==> config.mk <==
export PLATFORM = sky130hd
export DESIGN_NAME = prl_fifo
export DESIGN_NICKNAME = d
export VERILOG_FILES = /design/src/hdl/prl_pkg.sv /design/src/hdl/prl_fifo.sv
export SDC_FILE = /design/constraint.sdc
export NUM_CORES = 1
export LEC_CHECK = 0
export BUFFER_PORTS_ARGS = -buffer_cell sky130_fd_sc_hd__buf_4
export CORE_AREA = 5 5 109 70
export CTS_CLUSTER_DIAMETER = 200
export DETAILED_ROUTE_END_ITERATION = 7
export DIE_AREA = 0 0 114 75
export GPL_TIMING_DRIVEN = 0
export MAX_ROUTING_LAYER = met4
export PLACE_DENSITY = 0.66
export SLEW_MARGIN = 20
export SYNTH_ARGS = -nofsm -noshare
export SYNTH_HDL_FRONTEND = slang
export SYNTH_SLANG_ARGS = --single-unit
==> constraint.sdc <==
create_clock -name i_clk -period 5.5 [get_ports i_clk]
set_input_delay 1.1 -clock i_clk [delete_from_list [all_inputs] [get_ports i_clk]]
set_output_delay 1.1 -clock i_clk [all_outputs]
set_load 0.03 [all_outputs]
==> src/hdl/prl_pkg.sv <==
// Shared types and constants for the partition refinement labeler.
`timescale 1ns / 1ps
`default_nettype none

package prl_pkg;

    localparam int LABEL_W     = 6;
    localparam int SLOT_W      = 2 * LABEL_W;
    localparam int TABLE_DEPTH = 1 << SLOT_W;
    localparam int TOTAL_W     = 7;
    localparam int IN_TDATA_W  = 16;
    localparam int OUT_TDATA_W = 16;
    localparam int QUEUE_DEPTH = 4;
    localparam int QCNT_W      = 3;

    typedef logic [LABEL_W-1:0] t_label;
    typedef logic [SLOT_W-1:0]  t_slot;

    typedef struct packed {
        t_label               new_label;
        logic [TOTAL_W-1:0]   group_total;
        logic                 end_mark;
    } t_result;

    typedef struct packed {
        logic       clearing;
        logic [1:0] inflight;
    } t_core_stat;

endpackage

`default_nettype wire

==> src/hdl/prl_fifo.sv <==
// Four-entry result queue between the lookup pipeline and the output stream.
`timescale 1ns / 1ps
`default_nettype none

module prl_fifo
    import prl_pkg::*;
(
    input  wire logic              i_clk,
    input  wire logic              i_rst_n,
    input  wire logic              i_push,
    input  wire t_result           i_data,
    input  wire logic              i_pop,
    output logic                   o_valid,
    output t_result                o_data,
    output logic [QCNT_W-1:0]      o_count
);

    localparam int PTR_W = $clog2(QUEUE_DEPTH);

    t_result            r_mem [QUEUE_DEPTH];
    logic [PTR_W-1:0]   r_wptr;
    logic [PTR_W-1:0]   r_rptr;
    logic [QCNT_W-1:0]  r_count;
    logic               pop_ok;

    assign o_valid = (r_count != '0);
    assign o_data  = r_mem[r_rptr];
    assign o_count = r_count;
    assign pop_ok  = i_pop && o_valid;

    always_ff @(posedge i_clk) begin
        if (i_push) begin
            r_mem[r_wptr] <= i_data;
        end
    end

    always_ff @(posedge i_clk) begin
        if (!i_rst_n) begin
            r_wptr  <= '0;
            r_rptr  <= '0;
            r_count <= '0;
        end else begin
            if (i_push) begin
                r_wptr <= r_wptr + PTR_W'(1);
            end
            if (pop_ok) begin
                r_rptr <= r_rptr + PTR_W'(1);
            end
            r_count <= r_count + QCNT_W'(i_push) - QCNT_W'(pop_ok);
        end
    end

endmodule

`default_nettype wire

# After elaboration in Yosys (flattened, before gate mapping)
# Memory sizes are Yosys's and may differ from the RTL's. A register that Yosys moved wholly into a read port is not among the register bits.
# Index checks and enable logic that the tools add are counted.
dict set report totals {
  ff_bits 7
  ram_bits 56
  out_inout_bits 18
  elab_cells 14
  memories 1
  inputBits 18
}
dict set report op_classes {
  muxes 4
  n_addsub 4
  n_reduce_logical 2
}
# memory words word_bits read_ports rd_ports_with_merged_regs wr line_no
set mem_list {}
lappend mem_list {r_mem 4 14 1 1 1 prl_fifo.sv:20} ;# t_result r_mem [QUEUE_DEPTH];
# cell n
set ops {}
lappend ops {{2-bit by 1-bit adder with 2-bit output (second input constant)} 2}
lappend ops {{2-bit two-way mux} 2}
lappend ops {{3-bit by 1-bit adder with 3-bit output} 1}
lappend ops {{3-bit nonzero test} 1}
lappend ops {{3-bit by 1-bit subtractor with 3-bit output} 1}
lappend ops {{1-bit two-way mux} 2}
lappend ops {{1-bit logical AND} 1}

# Longest topological paths before layout
# Gate-level depths: netlist (run 1).
dict set report depth {
  depth_word 4
  ltp_mapped 7
  ltp_nobuf 7
}

# Worst setup path before layout (run 1)
# No wires, ideal clock.
dict set report synth_path {
  path_kind {input -> register}
  start {in i_pop}
  end {reg r_count[2] (netlist: o_count[2])}
  setup_ns 0.115
  stages 7
  path_slack_ns 3.001
  arrival_time_ns 2.384
  path_buffers 0
  required_time_ns 5.385
  cell_sequence {o31a_1 ha_1 inv_1 ha_1 fa_1 xnor3_1 and2_1}
}
dict set report synth_between {
  elab_chain_len 2
}
# item line_no
set synth_lines {}
lappend synth_lines {{from (decl)} prl_fifo.sv:12} ;# input wire logic i_pop,
lappend synth_lines {{1-bit logical AND} prl_fifo.sv:29} ;# assign pop_ok = i_pop && o_valid;
lappend synth_lines {{3-bit by 1-bit subtractor with 3-bit output} prl_fifo.sv:49} ;# r_count <= r_count + QCNT_W'(i_push) - QCNT_W'(pop_ok);
lappend synth_lines {{to (signal assigned)} prl_fifo.sv:49}
lappend synth_lines {{to (decl)} prl_fifo.sv:23} ;# logic [QCNT_W-1:0] r_count;
# No other way between the ends.
# A chain may end at the register's enable or synchronous reset.

==> results of run 1 <==
[kinds of logic after synthesis]
| family | count (synthesis) |
|---|---|
| AO/OA/AOI/OAI | 2 |
| multiplexers | 18 |
| AND/OR/NAND/NOR | 14 |
| XOR/XNOR | 2 |
| adder cells (fa/ha/maj) | 7 |
| flip-flops | 65 |
| buffers and inverters | 9 |
[per-stage QoR]
stage | util [%] | cells
2_1_floorplan | - | 117
3_3_place_gp | 44.62 | 239
3_5_place_dp | 44.62 | 239
4_1_cts | 47.46 | 254
5_1_grt | 47.46 | 254
6_report | 47.46 | 254
[synth_stat cells, types with 2 or more instances]
library cell  count
mux4_2           10
mux2i_1           4
nand2b_1          2
and2_1            8
ha_1              6
nand2_1           2
mux4_1            4
edfxtp_1         56
inv_1             6
dfxtp_1           9
[final cells by class]
| cell class | instances | area (µm²) |
|---|---|---|
| sequential | 65 | 1862 |
| fill | 566 | 3402 |
| buffer | 3 | 36.28 |
| inverter | 6 | 22.52 |
| timing repair buffer | 35 | 262.8 |
| multi-input combinational | 43 | 596.8 |
| clock inverter | 6 | 60.06 |
| clock buffer | 9 | 123.9 |
| tap | 87 | 108.9 |
[sequential cells by signal (all words and copies together) (netlist names), named ones only]
register / cells
o_count: 3
r_rptr: 2
r_mem: 56
r_wptr: 2
[power by group through the flow]
stage	Combinational [mW]	Sequential (mW)	Clock (mW)
5_1_grt	0.405	0.601	0.409
4_1_cts	0.383	0.597	0.388
2_1_floorplan	0.248	0.618	0
3_3_place_gp	0.372	0.604	0
3_5_place_dp	0.382	0.608	0
6_report	0.375	0.596	0.376
[worst max path at each step]
stage | start | end | slack [ns] | depth (start not counted)
2_1_floorplan | i_pop | o_count[2]$_SDFF_PN0_ | 3.00 | 7
3_3_place_gp | i_pop | o_count[2]$_SDFF_PN0_ | 2.85 | 8
3_5_place_dp | i_pop | o_count[2]$_SDFF_PN0_ | 2.81 | 8
4_1_cts | flop | o_data[12] | 2.71 | 4
5_1_grt | flop | o_data[12] | 2.65 | 4
6_report | flop | o_data[12] | 2.74 | 4
[routing by layer]
layer  up-vias  wire [µm]
met2        32       1983
met3        11        244
li1        559          -
met5         -          0
met4         0         75
met1       592       1854
[critical path: stages (launching register included)]
cell and delay, ns:
dfxtp_1 0.33, buf_6 0.14, buf_12 0.15, mux4_2 0.51, buf_4 0.18
==> results.json, run 1 <==
{
  "met3_usage_pct": 4.980,
  "ys_ff_latch": 65,
  "clk_pin_slew_ns": 0.07,
  "status": "complete, no violations",
  "design.die.area_um2": 8550,
  "fin_area_um2": 3073,
  "synth_compound_area_share_pct": 0.6958,
  "dr.pass1.iters": 4,
  "r2r-end": "o_count[2]$_SDFF_PN0_",
  "yosysWarnings": 0,
  "synth_xor_area_share_pct": 1.243,
  "p_comb_share_pct": 27.9,
  "fp.dieH_um": 75,
  "worst_ep_arrival_time_ns": 1.66,
  "swShare_pct": 29.09,
  "fp.dieW_um": 114,
  "synth_fa_ha_area_share_pct": 3.777,
  "worstHoldStart": "r_rptr[0]$_SDFFE_PN0P_",
  "grt_max_degree": 15,
  "setup_viol": 0,
  "hold_viol_final": 0,
  "synth_top_area_share_pct": 66.80,
  "drcViolationCount": 0,
  "post_cts_buffers": 0,
  "r2r_setup_slack_ns": 3.47,
  "rsz0062_at_grt": "no",
  "r2r_cells": 7,
  "fmax_ghz": 0.3627,
  "tns_ns": 0,
  "muxShareOfSynthArea_pct": 14.71,
  "fin_nets": 188,
  "synthDistinctLibCells": 20,
  "postSynthCellCount": 117,
  "rows": 23,
  "layout_commonest_cell": "edfxtp_1",
  "synth_top_family_by_area": "multiplexers",
  "globalRoute.totalOverflow": 0,
  "synthTopCellsByArea": "edfxtp_1 67%, mux4_2 8.9%, dfxtp_1 7.2%, mux4_1 4.2%, ha_1 3.0%",
  "io_pins": 36,
  "power.leakage_nw": 1.110,
  "p_switching_uw": 392.1,
  "cts_buffer_depth": 2,
  "grt_antenna_before_repair": 0,
  "totalPowerFinal_mw": 1.348,
  "track_usage_pct": 11.44,
  "gr-usage-met2_pct": 18.29,
  "met1_usage_pct": 12.93,
  "fin_crit_sh_pct": 50.13,
  "dp_hpwl_mm": 2.831,
  "period_needed_ns": 2.757,
  "slew_headroom_pct": 47.99,
  "p_int_uw": 955.6,
  "viasPerCell": 4.701,
  "clkSinkCount": 65,
  "syn_nets": 142,
  "post_cts_resized": 0,
  "cts_tree": "done",
  "numPortBuffers": 35,
  "place_congestion": 0.6377,
  "place_area_um2": 2889,
  "power_density_nw_per_um2": 438.6,
  "place_worst_setup_slack_ns": 2.810,
  "h-tree-depth": 3,
  "numCtsBuffers": 9,
  "rr_startpoint": "o_count[1]$_SDFF_PN0_",
  "clock_power_share_pct": 27.9,
  "fin_ws_ns": 2.743,
  "cap_violations": 0,
  "detail-route-antenna-nets": 0,
  "cts-root-buf": "clkbuf_8",
  "num_vias": 1194,
  "ir_worst_vdd_mv": 0.1655,
  "hold_slack_ns": 0.4999,
  "ys_seq_area_share_pct": 73.96,
  "crit_type": "reg2out",
  "hp-class": "reg2reg",
  "drt_iter0_drc": 51,
  "area_growth_pct": 22.07,
  "crit_path_start_kind": "flop",
  "final_layout_size_suffix_gt1_share_pct": 37.13,
  "grt_pass1_vias": 1348,
  "wirelength_mm": 4.157,
  "diodes": 0,
  "tightest_slew_ns": 0.7801,
  "cts_hold_buf": 0,
  "async_flop_share_pct": 0,
  "synthSimpleGateAreaFrac_pct": 3.280,
  "crit_path_max_fanout": 10,
  "slew_viol_final": 0,
  "netlist.top_cell.by_area": "edfxtp_1",
  "p_seq_share_pct": 44.3,
  "crit_path_end_kind": "output port",
  "grt_pass1_wl_mm": 6.817,
  "hold_path_end": "r_rptr[0]$_SDFFE_PN0P_",
  "grt-busiest-layer": "met2",
  "synth.avg_cell_area_um2": 21.52,
  "worstHoldPathCells": 2,
  "post_drt_wl_per_cell_um": 16.37,
  "worstPathRequired_ns": 4.40,
  "synthFlopType": "edfxtp_1",
  "synth_edf_count": 56,
  "clk_latency_ns": 0.33,
  "initial_core_util_pct": 38.88,
  "worst_clock_skew_ns": 0.006506,
  "synth_area_um2": 2517,
  "final_cell_mix": "56 x edfxtp_1, 35 x buf_4, 10 x mux4_2, 9 x dfxtp_1, 9 x clkbuf_8",
  "coreArea_um2": 6475
}
(Power assumes the default switching activity.)
==> inputs of run 2 (changes only) <==
--- a/config.mk
+++ b/config.mk
@@ -12,7 +12,7 @@
 export DIE_AREA = 0 0 114 75
 export GPL_TIMING_DRIVEN = 0
 export MAX_ROUTING_LAYER = met4
-export PLACE_DENSITY = 0.66
+export PLACE_DENSITY = 0.68
 export SLEW_MARGIN = 20
 export SYNTH_ARGS = -nofsm -noshare
 export SYNTH_HDL_FRONTEND = slang
==> constraint.sdc (replaced) <==
create_clock -name i_clk -period 2.41 [get_ports i_clk]
set_input_delay 0.482 -clock i_clk [delete_from_list [all_inputs] [get_ports i_clk]]
set_output_delay 0.482 -clock i_clk [all_outputs]
set_load 0.03 [all_outputs]
==> run 2 against run 1 <==
Clock power increased to 2.7 times the previous value; sequential power increased by 130%; clock skew increased by 0.0032 ns; combinational power increased by 130%; total power increased by 140%; count of clock-buffer cells in the layout increased by 4; highest routed layer unchanged; setup slack got worse by 2.5 ns; sequential share of layout area decreased by 0.78 points; final cell count increased by 0.39%; die area unchanged.
==> results.json, run 2 (same netlist as run 1, synthesis figures left out) <==
{
  "status": "complete, no violations",
  "p_int_mw": 2.353,
  "worst_clock_skew_ns": 0.009724,
  "gr-usage-met2_pct": 19.07,
  "p_comb_share_pct": 26.6,
  "p_seq_share_pct": 42.0,
  "period_needed_ns": 2.129,
  "dp_hpwl_mm": 2.891,
  "drt_iter0_drc": 39,
  "final_cell_mix": "56 x edfxtp_1, 35 x buf_4, 11 x clkbuf_8, 10 x mux4_2, 9 x dfxtp_1",
  "fmax_ghz": 0.4697,
  "post_cts_buffers": 0,
  "largest_reg_flops": 56,
  "coreArea_um2": 6475,
  "drcViolationCount": 0,
  "num_vias": 1204,
  "crit_path_start_kind": "flop",
  "numPortBuffers": 35,
  "crit_path_max_fanout": 10,
  "tightest_slew_ns": 0.7897,
  "p_switching_uw": 883.6,
  "viasPerCell": 4.722,
  "rows": 23,
  "largest_register": "r_mem",
  "met1_usage_pct": 13.20,
  "rsz0062_at_grt": "no",
  "slew_headroom_pct": 47.36,
  "globalRoute.totalOverflow": 0,
  "fin_cells": 255,
  "grt_pass1_wl_mm": 7.107,
  "fin_ws_ns": 0.2809,
  "swShare_pct": 27.30,
  "detail-route-antenna-nets": 0,
  "tns_ns": 0,
  "initial_core_util_pct": 38.88,
  "grt_antenna_before_repair": 0,
  "numCtsBuffers": 9,
  "io_pins": 36,
  "fillerInstances": 546,
  "area_growth_pct": 23.66,
  "final_layout_size_suffix_gt1_share_pct": 36.90,
  "met3_usage_pct": 6.667,
  "power_density_nw_per_um2": 1040,
  "grt_pass1_vias": 1369,
  "fin_nets": 188,
  "crit_path_end_kind": "output port",
  "cts_buffer_depth": 2,
  "layout_commonest_cell": "edfxtp_1",
  "cts-root-buf": "clkbuf_8",
  "wirelength_mm": 4.355,
  "clk_pin_slew_ns": 0.07,
  "power.leakage_nw": 1.131,
  "post_cts_resized": 0,
  "setup_viol": 0,
  "clock_power_share_pct": 31.3,
  "ir_worst_vdd_mv": 0.4671,
  "dr.pass1.iters": 4,
  "track_usage_pct": 12.08,
  "grt-busiest-layer": "met2",
  "fp.dieH_um": 75,
  "worst_ep_arrival_time_ns": 1.65,
  "fin_crit_sh_pct": 88.34,
  "clk_latency_ns": 0.33,
  "dp_cells": 239,
  "diodes": 0,
  "r2r_setup_slack_ns": 0.37,
  "clkSinkCount": 65,
  "place_worst_setup_slack_ns": 0.3313,
  "slew_viol_final": 0,
  "post_drt_wl_per_cell_um": 17.08,
  "grt_max_degree": 15,
  "place_congestion": 0.6697,
  "multiInputGateArea_um2": 596.8,
  "cts_tree": "done",
  "crit_type": "reg2out",
  "register_area_um2": 1862,
  "design.die.area_um2": 8550,
  "fp.dieW_um": 114,
  "worstPathRequired_ns": 1.93,
  "h-tree-depth": 3,
  "cts_hold_buf": 0,
  "hold_viol_final": 0,
  "hp-class": "in2reg",
  "cap_violations": 0
}
## run 2: changes by cell type in the layout (fill, tap and decap cells not counted), sizes merged
| cell | change |
|---|---|
| bufinv | +1 |
| clkbuf | +4 |
| clkinv | -3 |
| clkinvlp | -1 |
## run 2: final cells by class
cell class / count / area share, %
Buffer: 3 / 1.166
Clock buffer: 13 / 5.104
Clock inverter: 3 / 2.090
Inverter: 6 / 0.7235
Multi-Input combinational cell: 43 / 19.17
Sequential cell: 65 / 59.81
Tap cell: 87 / 3.497
Timing Repair Buffer: 35 / 8.441
## run 2: power by group through the flow
stage / Clock (mW) / Combinational, mW / Sequential [mW]
global placement: 0 / 0.848 / 1.38
detailed placement: 0 / 0.877 / 1.39
finish: 1.01 / 0.862 / 1.36
floorplan: 0 / 0.565 / 1.41
CTS: 1.04 / 0.881 / 1.36
global route: 1.10 / 0.939 / 1.37
## run 2: worst max-delay path, cell delays in order (launching register included)
cell and delay (ns):
dfxtp_1 0.32, buf_6 0.13, buf_12 0.15, mux4_2 0.52
buf_4 0.19
## run 2: worst paths after layout
check | from | to | cells after the start
setup / recovery | flop | o_data[4] | 4
hold / removal | i_data[3] | r_mem[1][3]$_DFFE_PP_ | 1
setup reg to reg | o_count[1]$_SDFF_PN0_ | o_count[2]$_SDFF_PN0_ | 7
hold reg to reg | r_rptr[0]$_SDFFE_PN0P_ | flop | 2
## run 2: layer usage
metal | part of all wire, % | up-vias
li1 | - | 556
met1 | 43 | 615
met2 | 49 | 28
met3 | 6.9 | 5
met4 | 0.85 | 0
met5 | 0 | -
## run 2: metrics by stage
stage          cell area [µm²]  total power [mW]  hold slack (ns)  utilization, %
2_1_floorplan             2517             1.976           0.4489               -
3_3_place_gp              2889             2.226           0.4674           44.62
3_5_place_dp              2889             2.262           0.4918           44.62
4_1_cts                   3113             3.280           0.3257           48.08
5_1_grt                   3113             3.412           0.3176           48.08
6_report                  3113             3.237           0.3469           48.08
